### config.mk
export PLATFORM = sky130hd
export DESIGN_NAME = bfpf_fifo
export DESIGN_NICKNAME = d
export VERILOG_FILES = /design/src/hdl/bfpf_pkg.sv /design/src/hdl/bfpf_fifo.sv
export SDC_FILE = /design/constraint.sdc
export NUM_CORES = 1
export LEC_CHECK = 0
export ABC_AREA = 0
export ABC_CLOCK_PERIOD_IN_PS = 12600
export BUFFER_PORTS_ARGS = -buffer_cell sky130_fd_sc_hd__buf_2
export CORE_MARGIN = 4
export CORE_UTILIZATION = 55
export CTS_CLUSTER_DIAMETER = 150
export DETAILED_ROUTE_END_ITERATION = 8
export PLACE_DENSITY = 0.81
export SYNTH_ARGS = -nofsm -noshare
export SYNTH_HDL_FRONTEND = slang
export SYNTH_SLANG_ARGS = --single-unit
### constraint.sdc
create_clock -name clk -period 12.6 [get_ports clk]
set_clock_uncertainty 0.1 [all_clocks]
set_input_delay 2.52 -clock clk [delete_from_list [all_inputs] [get_ports clk]]
set_output_delay 2.52 -clock clk [all_outputs]
set_load 0.01 [all_outputs]
### src/hdl/bfpf_pkg.sv
// shared types, constants and codes for the box filter peak finder
package bfpf_pkg;

  // default sizing of the top level
  localparam int DEF_MAX_WIDTH    = 1024;
  localparam int DEF_MAX_HEIGHT   = 1024;
  localparam int DEF_MAX_FILTER_W = 64;
  localparam int DEF_MAX_FILTER_H = 64;
  localparam int DEF_VALUE_BITS   = 16;

  // fixed field widths
  localparam int PIXEL_W    = 16;
  localparam int POS_W      = 10;
  localparam int VAL_W      = 28;
  localparam int CFG_DATA_W = 11;
  localparam int CFG_IDX_W  = 2;

  // register values after reset, before clamping
  localparam int DIM_RESET    = 1024;
  localparam int FILTER_RESET = 3;

  // result queue: depth and the room kept for items still in the pipeline
  localparam int FIFO_DEPTH   = 16;
  localparam int FIFO_RESERVE = 8;

  localparam logic [VAL_W-1:0] SUM_MAX = '1;

  // register indexes
  localparam logic [CFG_IDX_W-1:0] CFG_IMAGE_WIDTH   = 2'd0;
  localparam logic [CFG_IDX_W-1:0] CFG_IMAGE_HEIGHT  = 2'd1;
  localparam logic [CFG_IDX_W-1:0] CFG_FILTER_WIDTH  = 2'd2;
  localparam logic [CFG_IDX_W-1:0] CFG_FILTER_HEIGHT = 2'd3;

  typedef enum logic [1:0] {
    KIND_SUM   = 2'd0,
    KIND_PEAK  = 2'd1,
    KIND_ERROR = 2'd2
  } kind_t;

  // one result item
  typedef struct packed {
    kind_t              kind;
    logic [POS_W-1:0]   row;
    logic [POS_W-1:0]   col;
    logic [VAL_W-1:0]   value;
    logic               last;
  } res_t;

  // window stage to peak tracker
  typedef struct packed {
    logic               valid;
    logic               emit;
    logic               frame_end;
    logic               too_big;
    logic [POS_W-1:0]   row;
    logic [POS_W-1:0]   col;
    logic [VAL_W-1:0]   sum;
  } win_t;

  // up to two result items pushed into the queue in one cycle
  typedef struct packed {
    logic [1:0]         count;
    res_t               res_a;
    res_t               res_b;
  } push_t;

endpackage

### src/hdl/bfpf_fifo.sv
// result queue taking up to two items a cycle and giving one
module bfpf_fifo (
  input  logic              clk,
  input  logic              rst,
  input  bfpf_pkg::push_t   push,
  input  logic              pop,
  output logic              valid,
  output bfpf_pkg::res_t    head,
  output logic              room
);
  import bfpf_pkg::*;

  localparam int PTR_W = $clog2(FIFO_DEPTH);
  localparam int CNT_W = $clog2(FIFO_DEPTH + 1);

  res_t             entries [FIFO_DEPTH];
  logic [PTR_W-1:0] wr_ptr;
  logic [PTR_W-1:0] rd_ptr;
  logic [CNT_W-1:0] count;

  // pointers and fill level
  always_ff @(posedge clk) begin
    if (rst) begin
      wr_ptr <= '0;
      rd_ptr <= '0;
      count  <= '0;
    end else begin
      wr_ptr <= wr_ptr + PTR_W'(push.count);
      rd_ptr <= rd_ptr + PTR_W'(pop);
      count  <= count + CNT_W'(push.count) - CNT_W'(pop);
    end
  end

  // storage, second item goes to the following slot
  always_ff @(posedge clk) begin
    if (push.count != 2'd0) begin
      entries[wr_ptr] <= push.res_a;
    end
    if (push.count == 2'd2) begin
      entries[wr_ptr + PTR_W'(1)] <= push.res_b;
    end
  end

  assign valid = (count != '0);
  assign head  = entries[rd_ptr];
  assign room  = (count <= CNT_W'(FIFO_DEPTH - FIFO_RESERVE));

endmodule

Word level (Yosys, flattened, before mapping) --
Memories as Yosys holds them, arrays and structs flattened. A register that Yosys moved wholly into a read port is not among the register bits. Index checks and enable logic that the tools add are counted.
Word-level totals: word-level logic and storage cells 18, memories kept 1, flip-flop bits (word level) 13, bits in writable memories 816
Memories:
- entries | depth 16, width 51, rd ports 1, clocked after memory_dff 1, write ports 2, line bfpf_fifo.sv:16 | res_t entries [FIFO_DEPTH];
Cells by class: equality and inequality tests 1, muxes and demuxes 5, magnitude comparators 1, add/subtract/negate cells 5, reductions and logical operators 2
Operators with widths (number):
- 5-bit by 2-bit adder with 5-bit output | 1
- 5-bit by 4-bit less-or-equal comparator with 1-bit output, second input constant | 1
- 5-bit nonzero test | 1
- 5-bit by 1-bit subtractor with 5-bit output | 1
- 4-bit by 1-bit adder with 4-bit output | 1
- 4-bit by 1-bit adder with 4-bit output, second input constant | 1
- 4-bit by 2-bit adder with 4-bit output | 1
- 1-bit two-way mux | 4
- 4-bit two-way mux | 1
- 2-bit equality test, second input constant | 1
- 2-bit nonzero test | 1

Logic depth before layout (Yosys ltp) --
depth after elaboration 3, mapped depth 9, gate-level depth less buffers 9

Least setup slack after synthesis --
Ideal clock, no wire load.
path kind input to register, start input push[103] (netlist name), end memory entries[3][0] (netlist name) (enable), stages on the path 4, arrival time 6395 ps, path slack 5582 ps, cells stage by stage inv_1 -> o21ai_0 -> nand2_1 -> nor3_1
RTL lines:
- from (decl) | line bfpf_fifo.sv:5 | input bfpf_pkg::push_t push,
- to (decl) | line bfpf_fifo.sv:16

==> flow_metrics.py <==
metrics = {
    "detailed_routing": {
        "wl_per_cell_um": 32.47,
        "vias": 23690,
        "ant_nets": 0,
        "dr.first_iter.drc_count": 3369,
        "vias_per_cell": 6.864,
        "drc": 0,
        "first_pass_iters": 5,
        "wl_um": 112000,
    },
    "power_and_ir_drop": {
        "power.leakage_nw": 14.86,
        "vdd_drop_max_mv": 0.08605,
        "powerDensity_nw_per_um2": 138.9,
    },
    "setup_path": {
        "regToRegEndpoint": "entries[14][0]",
        "ff2ff_setup_slack_ps": 9200,
        "rr_startpoint": "wr_ptr[3]",
        "cp-start-kind": "flop",
        "criticalPathCategory": "flop to output port",
        "crit_fanout": 119,
        "endpoint_kind": "output port",
        "r2r_cells": 5,
        "arrival_ps": 3800,
        "worstPathRequired_ps": 9980,
    },
    "die": {
        "die_x_um": 282.4,
        "initial_core_util_pct": 55.52,
        "ios": 160,
        "row_count": 100,
        "die-area_sq_um": 79730,
        "die_h_um": 282.4,
        "coreArea_sq_um": 74570,
    },
    "yosys": {
        "synth.distinct_cells": 32,
        "synthesis.nets": 2504,
        "synth-seq-cells": 829,
        "synth_area_per_cell_sq_um": 17.38,
        "yosysWarnings": 0,
        "yosysSeqAreaShare_pct": 59.81,
        "synth_area_sq_um": 41400,
        "ys.flop_type": "edfxtp_1",
        "synth_cells": 2382,
        "synthArstFlopShare_pct": 0,
        "synth_enable_flop_cells": 816,
    },
    "clock_network": {
        "cts.sinks": 829,
        "insertion_delay_ps": 620,
        "hold_buffers": 0,
        "cts.repair.resized": 0,
        "cts_setup_buffers": 0,
        "cts-root-buf": "clkbuf_16",
        "clk_pin_slew_ps": 60,
        "cts.path.max_buffers": 3,
        "cts_tree": "built",
        "htreeDepth": 3,
        "cts_buffers": 83,
    },
    "layout": {
        "syn_to_final_growth_pct": 9.387,
        "fill_cells": 5297,
        "fin_nets": 2529,
        "drive_gt1_share_pct": 43.44,
    },
    "sta": {
        "final.setup.tns_ps": 0,
        "final-hold-violation-count": 0,
        "post-route-min-period_ps": 6421,
        "fin_crit_sh_pct": 50.96,
        "rsz0062_at_grt": "no",
        "maxSlewHeadroom_pct": 19.82,
        "worstMarginPinSlew_ps": 1203,
        "finalSetupViolCount": 0,
        "final_max_slew_viol_count": 0,
        "holdWs_ps": 568.9,
        "timing.fmax_mhz": 155.7,
    },
    "grt": {
        "antenna_found_initial": 20,
        "grt_usage_pct": 28.05,
        "overflow": 0,
        "grt_pass1_vias": 24630,
        "grt_max_degree": 137,
        "grt_first_pass_wirelength_um": 163600,
    },
    "hold_path": {
        "hold_path_depth": 2,
        "min_from": "rd_ptr[2]",
        "hold_end": "rd_ptr[2]",
        "min_path_type": "flop to flop",
    },
    "place": {
        "dp_hpwl_um": 53330,
        "portBuffers": 159,
        "gp_congestion": 0.7644,
    },
    "status": {
        "outcome": "complete, no violations",
    },
    "run": {
        "max_cap_violations": 0,
    },
}
==> how the worst max path moves through the flow <==
stage                         start             to  slack [ps]  depth (start not counted)
after global placement    rd_ptr[0]       head[27]        6720                          5
after floorplan           push[103]  entries[3][0]        5580                          4
after CTS                 rd_ptr[0]        head[8]        6090                          5
after global routing      rd_ptr[0]       head[27]        5870                          5
after detailed placement  rd_ptr[0]       head[12]        6740                          5
final                     rd_ptr[0]        head[3]        6180                          5
==> placed cells by master, fill, tap and decap left out, types with 4 or more instances in the layout <==
master,n
edfxtp_1,816
mux2_2,518
mux2_1,298
mux4_2,204
buf_2,159
a22oi_1,102
clkbuf_16,85
nand2_1,58
buf_4,42
clkbuf_1,20
clkinv_1,19
clkinv_2,15
diode_2,14
inv_1,13
nor2_1,13
ha_1,13
dfxtp_1,11
nand2_4,10
nor2_4,10
nor2b_1,8
nor3_2,5
nand2b_1,4
and2_4,4
and3_4,4
xnor2_1,4
==> per-layer routing <==
metal | part of all wire (%) | global-route usage, % | wire (um)
met1 | 37 | 38.31 | 41660
met2 | 49 | 45.62 | 54410
met3 | 11 | 5.926 | 12340
met4 | 3.2 | 9.326 | 3545
met5 | 0.087 | 0 | 98
==> cell families after synthesis <==
| logic type | after synthesis | share of synthesized area (%) |
|---|---|---|
| AO/OA/AOI/OAI | 113 | 2.040 |
| AND/OR/NAND/NOR | 122 | 1.293 |
| XOR/XNOR | 7 | 0.1481 |
| flip-flops | 829 | 59.81 |
| multiplexers | 1020 | 33.29 |
| buffers and inverters | 276 | 2.922 |
| adder cells (fa/ha/maj) | 15 | 0.4896 |
==> per-stage QoR <==
| stage | power [W] | utilization [%] | instance area (sq um) | cells | worst slack (ps) |
|---|---|---|---|---|---|
| after global placement | 0.004049 | 57.45 | 42840 | 3291 | 6722 |
| after CTS | 0.006314 | 60.68 | 45250 | 3437 | 6086 |
| after global routing | 0.006496 | 60.70 | 45260 | 3441 | 5870 |
| after detailed placement | 0.004084 | 57.45 | 42840 | 3291 | 6744 |
| after floorplan | 0.003808 | - | 41400 | 2382 | 5582 |
| final | 0.006291 | 60.73 | 45290 | 3451 | 6179 |
==> report_power, final <==
group	internal [W]	switching (W)	total [W]
Combinational	0.000361	0.000449	0.000810
Sequential	0.00317	0.0000502	0.00322
Clock	0.00124	0.00102	0.00226
==> cells in the mapped netlist (2+ instances only) <==
cell	instances	area [sq um]
a21o_1	2	15.01
a21oi_1	3	15.01
a22oi_1	102	765.7
and2_1	5	31.28
and3_1	4	25.02
buf_1	10	37.54
buf_2	103	515.5
buf_4	12	90.09
clkbuf_1	138	518.0
dfxtp_1	13	260.3
edfxtp_1	816	24500
fa_1	2	40.04
ha_1	13	162.7
inv_1	13	48.80
mux2_1	298	3356
mux2_2	518	5833
mux4_2	204	4594
nand2_1	68	255.2
nand2b_1	4	25.02
nand3_1	2	10.01
nor2_1	23	86.33
nor2b_1	10	62.56
nor3_1	4	20.02
nor3_2	2	20.02
xnor2_1	4	35.03
xor2_1	3	26.28
==> worst max-delay path: stages (launching register included) <==
cell     delay, ps
dfxtp_4       1010
buf_12         760
mux4_2         600
a22oi_1        200
nand2_1        180
buf_2          190
==> sequential cells by signal, summed over array words and instances, names as in the netlist <==
signal   count
count        5
wr_ptr       4
entries    816
rd_ptr       4
==> final cells by class <==
cell class                 count  area [sq um]  share of cell area (%)
sequential                   829         24770                   54.70
multi-input combinational   1277         15660                   34.57
clock buffer                 106          2216                   4.893
tap                          969          1212                   2.677
timing repair buffer         203          1151                   2.542
clock inverter                40         196.4                  0.4338
inverter                      13         48.80                  0.1077
antenna                       14         35.03                 0.07736
No activity file was read; power rests on OpenSTA's default activity.
