### src/hdl/bfpf_pkg.sv
// shared types, constants and codes for the box filter peak finder
package bfpf_pkg;

  // default sizing of the top level
  localparam int DEF_MAX_WIDTH    = 1024;
  localparam int DEF_MAX_HEIGHT   = 1024;
  localparam int DEF_MAX_FILTER_W = 64;
  localparam int DEF_MAX_FILTER_H = 64;
  localparam int DEF_VALUE_BITS   = 16;

  // fixed field widths
  localparam int PIXEL_W    = 16;
  localparam int POS_W      = 10;
  localparam int VAL_W      = 28;
  localparam int CFG_DATA_W = 11;
  localparam int CFG_IDX_W  = 2;

  // register values after reset, before clamping
  localparam int DIM_RESET    = 1024;
  localparam int FILTER_RESET = 3;

  // result queue: depth and the room kept for items still in the pipeline
  localparam int FIFO_DEPTH   = 16;
  localparam int FIFO_RESERVE = 8;

  localparam logic [VAL_W-1:0] SUM_MAX = '1;

  // register indexes
  localparam logic [CFG_IDX_W-1:0] CFG_IMAGE_WIDTH   = 2'd0;
  localparam logic [CFG_IDX_W-1:0] CFG_IMAGE_HEIGHT  = 2'd1;
  localparam logic [CFG_IDX_W-1:0] CFG_FILTER_WIDTH  = 2'd2;
  localparam logic [CFG_IDX_W-1:0] CFG_FILTER_HEIGHT = 2'd3;

  typedef enum logic [1:0] {
    KIND_SUM   = 2'd0,
    KIND_PEAK  = 2'd1,
    KIND_ERROR = 2'd2
  } kind_t;

  // one result item
  typedef struct packed {
    kind_t              kind;
    logic [POS_W-1:0]   row;
    logic [POS_W-1:0]   col;
    logic [VAL_W-1:0]   value;
    logic               last;
  } res_t;

  // window stage to peak tracker
  typedef struct packed {
    logic               valid;
    logic               emit;
    logic               frame_end;
    logic               too_big;
    logic [POS_W-1:0]   row;
    logic [POS_W-1:0]   col;
    logic [VAL_W-1:0]   sum;
  } win_t;

  // up to two result items pushed into the queue in one cycle
  typedef struct packed {
    logic [1:0]         count;
    res_t               res_a;
    res_t               res_b;
  } push_t;

endpackage

### src/hdl/bfpf_report.sv
// peak tracking and assembly of result items
module bfpf_report (
  input  logic              clk,
  input  logic              rst,
  input  logic              restart,
  input  bfpf_pkg::win_t    win,
  output bfpf_pkg::push_t   push
);
  import bfpf_pkg::*;

  logic [VAL_W-1:0] peak_sum;
  logic [POS_W-1:0] peak_row;
  logic [POS_W-1:0] peak_col;
  logic             better;
  logic [VAL_W-1:0] peak_sum_next;
  logic [POS_W-1:0] peak_row_next;
  logic [POS_W-1:0] peak_col_next;
  res_t             sum_res;
  res_t             end_res;

  // strictly larger sums only, so the first peak in raster order stays
  always_comb begin
    better        = win.valid && win.emit && (win.sum > peak_sum);
    peak_sum_next = better ? win.sum : peak_sum;
    peak_row_next = better ? win.row : peak_row;
    peak_col_next = better ? win.col : peak_col;
  end

  // result items for this window
  always_comb begin
    sum_res.kind  = KIND_SUM;
    sum_res.row   = win.row;
    sum_res.col   = win.col;
    sum_res.value = win.sum;
    sum_res.last  = 1'b0;

    if (win.too_big) begin
      end_res.kind  = KIND_ERROR;
      end_res.row   = '0;
      end_res.col   = '0;
      end_res.value = '0;
    end else begin
      end_res.kind  = KIND_PEAK;
      end_res.row   = peak_row_next;
      end_res.col   = peak_col_next;
      end_res.value = peak_sum_next;
    end
    end_res.last = 1'b1;

    push.count = win.valid ? ({1'b0, win.emit} + {1'b0, win.frame_end}) : 2'd0;
    push.res_a = win.emit ? sum_res : end_res;
    push.res_b = end_res;
  end

  // peak registers, cleared at frame end and on a register write
  always_ff @(posedge clk) begin
    if (rst || restart || (win.valid && win.frame_end)) begin
      peak_sum <= '0;
      peak_row <= '0;
      peak_col <= '0;
    end else begin
      peak_sum <= peak_sum_next;
      peak_row <= peak_row_next;
      peak_col <= peak_col_next;
    end
  end

endmodule

### config.mk
export PLATFORM = sky130hd
export DESIGN_NAME = bfpf_report
export DESIGN_NICKNAME = d
export VERILOG_FILES = /design/src/hdl/bfpf_pkg.sv /design/src/hdl/bfpf_report.sv
export SDC_FILE = /design/constraint.sdc
export NUM_CORES = 1
export LEC_CHECK = 0
export ABC_AREA = 1
export BUFFER_PORTS_ARGS = -buffer_cell sky130_fd_sc_hd__buf_2
export CELL_PAD_IN_SITES_DETAIL_PLACEMENT = 0
export CELL_PAD_IN_SITES_GLOBAL_PLACEMENT = 1
export CORE_MARGIN = 4
export CORE_UTILIZATION = 32
export DETAILED_ROUTE_END_ITERATION = 12
export GPL_TIMING_DRIVEN = 0
export PLACE_DENSITY = 0.89
export SETUP_SLACK_MARGIN = 0.5
export SLEW_MARGIN = 5
export SYNTH_ARGS = -nofsm -noshare
export SYNTH_HDL_FRONTEND = slang
export SYNTH_SLANG_ARGS = --single-unit
### constraint.sdc
create_clock -name clk -period 3.8 [get_ports clk]
set_clock_uncertainty 0.1 [all_clocks]
set_input_delay 0.95 -clock clk [delete_from_list [all_inputs] [get_ports clk]]
set_output_delay 0.95 -clock clk [all_outputs]
set_load 0.05 [all_outputs]
==> Word level (Yosys, flattened, before mapping) <==
Cells that the tools add are included.
{ "word_totals": {"regBits": 48} }
{ "classes": {"n_reduce_logical": 5, "n_addsub": 1, "muxes": 6, "order_cmp": 1} }
{ "op_table": {"columns": ["operator", "count"], "rows": [
  ["$mux 51", 1],
  ["$mux 50", 1],
  ["$gt 28x28->1", 1],
  ["$mux 28", 1],
  ["$mux 10", 2],
  ["$logic_and 1x1->1", 3],
  ["$add 1x1->2", 1],
  ["$logic_or 1x1->1", 2],
  ["$mux 2", 1]
]} }

==> Depth between registers and ports, before layout <==
Gate-level depths: netlist (run 1).
{ "logic_depth": {"ltp_word": 5, "depth_mapped": 17} }

==> Worst setup path after synthesis (run 1) <==
OpenSTA, ideal clock, no wires.
{ "synth_path": {"kind": "input port to output port", "start": "input port win[23] (netlist name)", "end": "output port push[29] (netlist name)", "arrival_ns": 2.923, "path_slack_ns": -0.173, "cell_stages": 13, "path_buffers": 2, "cell_sequence": "ha_1 -> nand2_1 -> nor2_2 -> nand2_1 -> nor2_2 -> nand2_1 -> nor2_1 -> nor2_2 -> buf_6 -> buf_2 -> nand3_1 -> nand2_1 -> nor2_1"} }
{ "synth_rtl": {"columns": ["item", "line", "text"], "rows": [
  ["start, declared", "bfpf_report.sv:6", "input bfpf_pkg::win_t win,"],
  ["end, declared", "bfpf_report.sv:7", "output bfpf_pkg::push_t push"]
]} }

==> results_dict.tcl, run 1 <==
set metrics [dict create \
    p_sw_frac 0.427 \
    cts_buffer_depth 2 \
    grt_pass1_wl_um 23600 \
    total_power_uw 2000 \
    area_growth_syn_to_layout_pct 92.8 \
    drc 0 \
    p_sw_uw 852 \
    grt_overflow 0 \
    clk_pin_slew_ps 70 \
    die_w_um 120 \
    seqPwrFrac 0.260 \
    yosysWarnings 0 \
    critPathTopFamily "simple AND/OR/NAND/NOR gates" \
    stdcell_count 1041 \
    antenna_found_initial 1 \
    drv_slew 0 \
    vdd_drop_max_v 0.000172 \
    yosysSeqAreaShare 0.241 \
    crit_top_cell "nand2_4" \
    setup_viol 62 \
    grt_usage 0.201 \
    worst-slew-pin-transition_ps 1280 \
    p_leak_uw 0.00351 \
    slowest_stage "ha_4" \
    synthCells 692 \
    use_met1 0.262 \
    worst-r2r-cell-count 16 \
    hold_violations 0 \
    place_inst 1016 \
    required_ps 2750 \
    netlist_area_um2 3990 \
    layout_setup_ws_ps -109 \
    layout-drive-gt1-share 0.486 \
    worstSetupEndpointType "output port" \
    yosys.cell_types.count 23 \
    die_y_um 120 \
    reg2reg_slack_ps 1530 \
    p_int_uw 1140 \
    totalWireLength_um 15000 \
    criticalPathCategory "primary input to output port" \
    antenna_cells 0 \
    core_um2 12100 \
    violations "setup timing" \
    worstPathMaxFanout 5 \
    clk_latency_ps 290 \
    p_clk_frac 0.220 \
    io_buffers 156 \
    hold_class "register to register" \
    die_area_um2 14300 \
    status "complete, but fails checks" \
    grt_setup_unrepaired "yes" \
    cp.arrival_ps 2860 \
    path_cells "buf_2, ha_4, nand2_4, nor2_4, and2_4, nand2_2, nand3_2, nand2_2, nand2_4, nand2_8, buf_12, clkbuf_16, nand2_4, nand4_1, nand2_4, buf_8" \
    final_util 0.635 \
    via_per_inst 4.74 \
    postSynthRegisterBits 48 \
    cts_buffers 5 \
    fin_crit_sh 1.03 \
    whs_path_depth 4 \
    pwr_density_cell_nw_per_um2 259 \
    period_minus_slack_ps 3910 \
    start_util 0.330 \
    use_met2 0.350 \
    relSlewSlack 0.148 \
    slowest_delay_ps 270 \
    synth_area_per_cell_um2 5.77 \
    startpoint_type "primary input" \
    fin_nets 957 \
    gp_congestion 0.823 \
    cp_num_buf_inv 4 \
    cts_sinks 48 \
    cts_tree "yes" \
    post-dp-hpwl_um 10500 \
    use_met3 0.0363 \
    h-tree-depth 2 \
    pre_cts_slack_ps -292 \
    cts_root_buf "clkbuf_16" \
    antenna_left 0 \
    fmax_mhz 256 \
    comb_power_share 0.520 \
    drt_pass1_iterations 5 \
    ios 159 \
    drt_iter0_markers 238 \
    timing.critical_path.depth 16 \
    busiest_layer "met2" \
    dr_total_vias 4932 \
    tns_ps -2550 \
    grt_max_degree 15 \
    grt_pass1_vias 4790 \
    cap_viol_max_count 0 \
    syn-num-nets 776 \
    post_drt_wl_per_cell_um 14.4 \
    num_rows 40 \
]
## layout by cell type (no fill, tap or decap), drive strengths merged
cell | Yosys | layout
and2 | 1 | 1
a211o | 1 | 1
a21o | 2 | 2
nand4 | 49 | 49
clkbuf | 25 | 33
ha | 29 | 29
clkinvlp | 0 | 1
inv | 108 | 108
nand2 | 235 | 235
dfxtp | 48 | 48
buf | 19 | 190
conb | 1 | 1
nand3 | 54 | 54
clkinv | 1 | 2
a21oi | 7 | 7
nor2 | 112 | 112
## cells by family (layout without fill, tap and decap cells)
| logic type | count (synthesis) | after routing | synth area share |
|---|---|---|---|
| adders and majority gates | 29 | 29 | 0.0909 |
| AOI/OAI and AO/OA | 10 | 10 | 0.0147 |
| other | 1 | 1 | 0.000940 |
| and+or+nand+nor | 451 | 451 | 0.491 |
| DFF | 48 | 48 | 0.241 |
| buffers and inverters | 153 | 334 | 0.162 |
## layout make-up
class                      instances  area (um^2)
fill                            1040         4420
timing repair buffer             174         1870
multi-input combinational        491         3780
tap                              168          210
inverter                         109          410
clock buffer                       5          125
sequential                        48          961
buffer                            44          328
clock inverter                     2         12.5
## layer usage
layer  routed length [um]  vias up
met1                 6660     2287
li1                     -     2507
met5                   13        -
met2                 7460      126
met3                  767       10
met4                  126        2
## worst reg2reg max path, delay by kind of cell (launching register included)
| family | cells | cell delay (ps) |
|---|---|---|
| adder cells (fa/ha/maj) | 1 | 250 |
| buffers and inverters | 5 | 730 |
| flip-flops | 1 | 300 |
| AND/OR/NAND/NOR | 10 | 780 |
## sequential cells by signal, summed over array words and instances (netlist names)
name      cells
peak_col     10
peak_row     10
peak_sum     28
## cells in the mapped netlist
cell / n / area share
clkbuf_1: 25 / 0.024
nand4_1: 49 / 0.077
nand2_4: 1 / 0.0028
inv_2: 1 / 0.00094
nand2_2: 22 / 0.034
buf_4: 2 / 0.0038
buf_1: 4 / 0.0038
dfxtp_1: 48 / 0.24
buf_12: 2 / 0.010
clkinv_1: 1 / 0.00094
and2_1: 1 / 0.0016
nor2_1: 108 / 0.10
inv_1: 107 / 0.10
nand2_1: 212 / 0.20
a21o_1: 2 / 0.0038
nor2_2: 4 / 0.0063
nand3_1: 54 / 0.068
a21oi_1: 7 / 0.0088
buf_2: 8 / 0.010
a211o_1: 1 / 0.0022
ha_1: 29 / 0.091
conb_1: 1 / 0.00094
buf_6: 3 / 0.0085
## path summary, 6_finish.rpt
kind,from,end
hold / removal,peak_row[3],peak_row[3]
setup / recovery,win[10],push[94]
hold reg to reg,peak_row[3],peak_row[3]
setup reg to reg,peak_sum[23],peak_row[5]
## metrics by stage
stage          hold slack (ps)  instance area, um^2
5_1_grt                    516                 7690
6_report                   473                 7690
4_1_cts                    475                 7180
3_3_place_gp               459                 5810
3_5_place_dp               462                 5810
2_1_floorplan              445                 4820
## power groups by stage
stage	sequential (uW)	combinational, uW	clock [uW]
global placement	530	780	0
floorplan	530	600	0
finish	519	1040	440
detailed placement	530	782	0
global route	520	1100	470
CTS	519	967	454
## what timing repair did
item | CTS | global route
cloned | 1 | 3
pin swaps | 24 | 38
hold buffers | 0 | 0
setup buffers | 7 | 7
endpoints found under the setup margin | 97 | 97
gates resized for setup | 327 | 78
Power figures use the tool's default switching activity.
==> inputs of run 2 (changes only) <==
--- a/config.mk
+++ b/config.mk
@@ -5,12 +5,11 @@
 export SDC_FILE = /design/constraint.sdc
 export NUM_CORES = 1
 export LEC_CHECK = 0
-export ABC_AREA = 1
 export BUFFER_PORTS_ARGS = -buffer_cell sky130_fd_sc_hd__buf_2
 export CELL_PAD_IN_SITES_DETAIL_PLACEMENT = 0
 export CELL_PAD_IN_SITES_GLOBAL_PLACEMENT = 1
 export CORE_MARGIN = 4
-export CORE_UTILIZATION = 32
+export CORE_UTILIZATION = 34
 export DETAILED_ROUTE_END_ITERATION = 12
 export GPL_TIMING_DRIVEN = 0
 export PLACE_DENSITY = 0.89
==> results_dict.tcl, run 2 <==
set metrics [dict create \
    regArea_um2 961 \
    yosysWarnings 0 \
    netlist_area_um2 4060 \
    cp.arrival_ps 3160 \
    cts_tree "yes" \
    pwr_density_cell_nw_per_um2 241 \
    slowest_delay_ps 290 \
    via_per_inst 5.12 \
    grt_pass1_vias 4767 \
    antenna_found_initial 0 \
    cts_buffer_depth 2 \
    wl_met3_um 580 \
    p_sw_uw 631 \
    wl_met2_um 7470 \
    most-common-layout-cells "246 x nand2_1, 78 x buf_2, 58 x buf_6" \
    grt_usage 0.212 \
    grt_setup_unrepaired "yes" \
    relSlewSlack 0.328 \
    syn-num-nets 670 \
    required_ps 2750 \
    grt_pass1_wl_um 23400 \
    drt_iter0_markers 196 \
    ys_async_sr_fraction 0 \
    h-tree-depth 2 \
    pre_cts_slack_ps -603 \
    p_leak_uw 0.00303 \
    layout-drive-gt1-share 0.405 \
    hold_violations 0 \
    wl_met1_um 6500 \
    core_um2 11600 \
    synth_top_cell_by_area "dfxtp_1" \
    status "complete, but fails checks" \
    violations "setup timing" \
    path_cells "buf_4, ha_4, nand4_1, nor3_2, a221oi_1, o21ai_1, a41oi_2, buf_6, buf_12, buf_12, buf_16, mux2i_4, buf_6" \
    final_common_cell "nand2_1" \
    worst-slew-pin-transition_ps 1000 \
    cap_viol_max_count 0 \
    gp_congestion 0.785 \
    p_clk_frac 0.269 \
    seqPwrFrac 0.308 \
    io_buffers 157 \
    cts_root_buf "clkbuf_16" \
    start_util 0.351 \
    tns_ps -15670 \
    post_drt_wl_per_cell_um 16.1 \
    area_growth_syn_to_layout_pct 71.5 \
    hold_class "register to register" \
    multi_input_area_um2 3730 \
    grt_max_degree 14 \
    postSynthRegisterBits 48 \
    period_minus_slack_ps 4210 \
    grt_overflow 0 \
    clk_pin_slew_ps 60 \
    criticalPathCategory "primary input to output port" \
    dr_total_vias 4662 \
    ys.flop_type "dfxtp_1" \
    die_area_um2 13700 \
    yosysSeqAreaShare 0.237 \
    synthCells 586 \
    comb_power_share 0.423 \
    top_layer "met4" \
    nFillCells 987 \
    drv_slew 0 \
    antenna_cells 0 \
    drt_pass1_iterations 5 \
    drc 0 \
    synthTopCellsByArea "dfxtp_1 24%, mux2i_1 24%, nand2_1 23%, ha_1 8.9%, o21ai_0 6.5%" \
    worstPathMaxFanout 5 \
    vdd_drop_max_v 0.000152 \
    layout_setup_ws_ps -412 \
    setup_viol 48 \
    startpoint_type "primary input" \
    num_rows 39 \
    ios 159 \
    synthTopCellsByCount "246 x nand2_1, 96 x mux2i_1, 53 x o21ai_0" \
    clk_latency_ps 280 \
    worstSetupEndpointType "output port" \
    antenna_left 0 \
    p_int_uw 1040 \
    largest-register "peak_sum" \
    totalWireLength_um 14700 \
    yosys.cell_types.count 29 \
    synth_area_per_cell_um2 6.92 \
    slowest_stage "a221oi_1" \
    largestRegisters "peak_sum (28), peak_col (10), peak_row (10)" \
    fmax_mhz 237 \
    yosys.cell_count.top_type "nand2_1" \
    p_sw_frac 0.376 \
    cts_sinks 48 \
    post-dp-hpwl_um 11200 \
    fin_crit_sh 1.11 \
    die_w_um 117 \
    synth_edf_count 0 \
    die_y_um 117 \
    cts_buffers 5 \
    largest_reg_flops 28 \
    synth_top_cell_area_share 0.237 \
    fin_nets 850 \
]
[run 2: cell count changes after synthesis, moves of 22 or more]
cell	change
nand2_1	+34
inv_1	-78
nor2_1	-104
o21ai_0	+53
nand4_1	-43
nand3_1	-54
mux2i_1	+96
nand2_2	-22
[run 2: stage by stage]
stage / area [um^2] / power [uW] / hold WS, ps / instances / utilization
finish: 6960 / 1680 / 363 / 910 / 0.602
detailed placement: 6030 / 1150 / 352 / 886 / 0.521
global route: 6960 / 1750 / 383 / 910 / 0.602
floorplan: 5070 / 993 / 338 / 586 / -
global placement: 6030 / 1140 / 345 / 886 / 0.521
CTS: 6840 / 1670 / 362 / 907 / 0.592
[run 2: critical path: cells and delay by family]
family / cells / cell delay [ps]
mux: 1 / 230
buf+inv: 6 / 880
fa+ha+maj: 1 / 210
simple gates: 2 / 230
compound gates: 3 / 650
[run 2: logic make-up (layout without fill, tap and decap cells)]
group,Yosys count,after routing,share of synthesized area
AND/OR/NAND/NOR,265,265,0.258
flip-flops,48,48,0.237
buffers and inverters,74,255,0.0814
adder cells (fa/ha/maj),29,29,0.0895
other,1,1,0.000924
AO/OA/AOI/OAI,73,73,0.0969
multiplexers,96,96,0.237
[run 2: path summary, 6_finish.rpt]
| path | start | depth (start not counted) | slack [ps] | endpoint |
|---|---|---|---|---|
| max | win[18] | 13 | -410 | push[27] |
| min | peak_row[3] | 2 | 360 | peak_row[3] |
| max reg2reg | peak_sum[18] | 13 | 980 | peak_sum[5] |
| min reg2reg | peak_row[3] | 2 | 360 | peak_row[3] |
[run 2: final cells by class]
type                    count  area share
inverters                  30      0.0162
flip-flops and latches     48       0.138
clock buffers               8      0.0210
plain buffers              44      0.0511
well taps                 143      0.0257
repair buffers            173       0.212
multi-input cells         464       0.536
[run 2: power by group through the flow]
stage | Clock [uW] | Sequential (uW) | Combinational [uW]
floorplan | 0 | 526 | 467
global placement | 0 | 527 | 615
detailed placement | 0 | 527 | 626
CTS | 462 | 516 | 697
global route | 482 | 516 | 756
finish | 451 | 516 | 709
[run 2: metal layers]
layer / global-route usage / vias to the layer above
met1: 0.270 / 2224
met4: 0.0466 / 0
met5: 0 / -
li1: - / 2296
met3: 0.0278 / 12
met2: 0.380 / 130
[run 2: what timing repair did]
action,CTS,global route
gates resized for setup,154,33
setup endpoints to repair,98,96
cloned,3,2
hold buffers,0,0
pin swaps,19,4
setup buffers,10,1
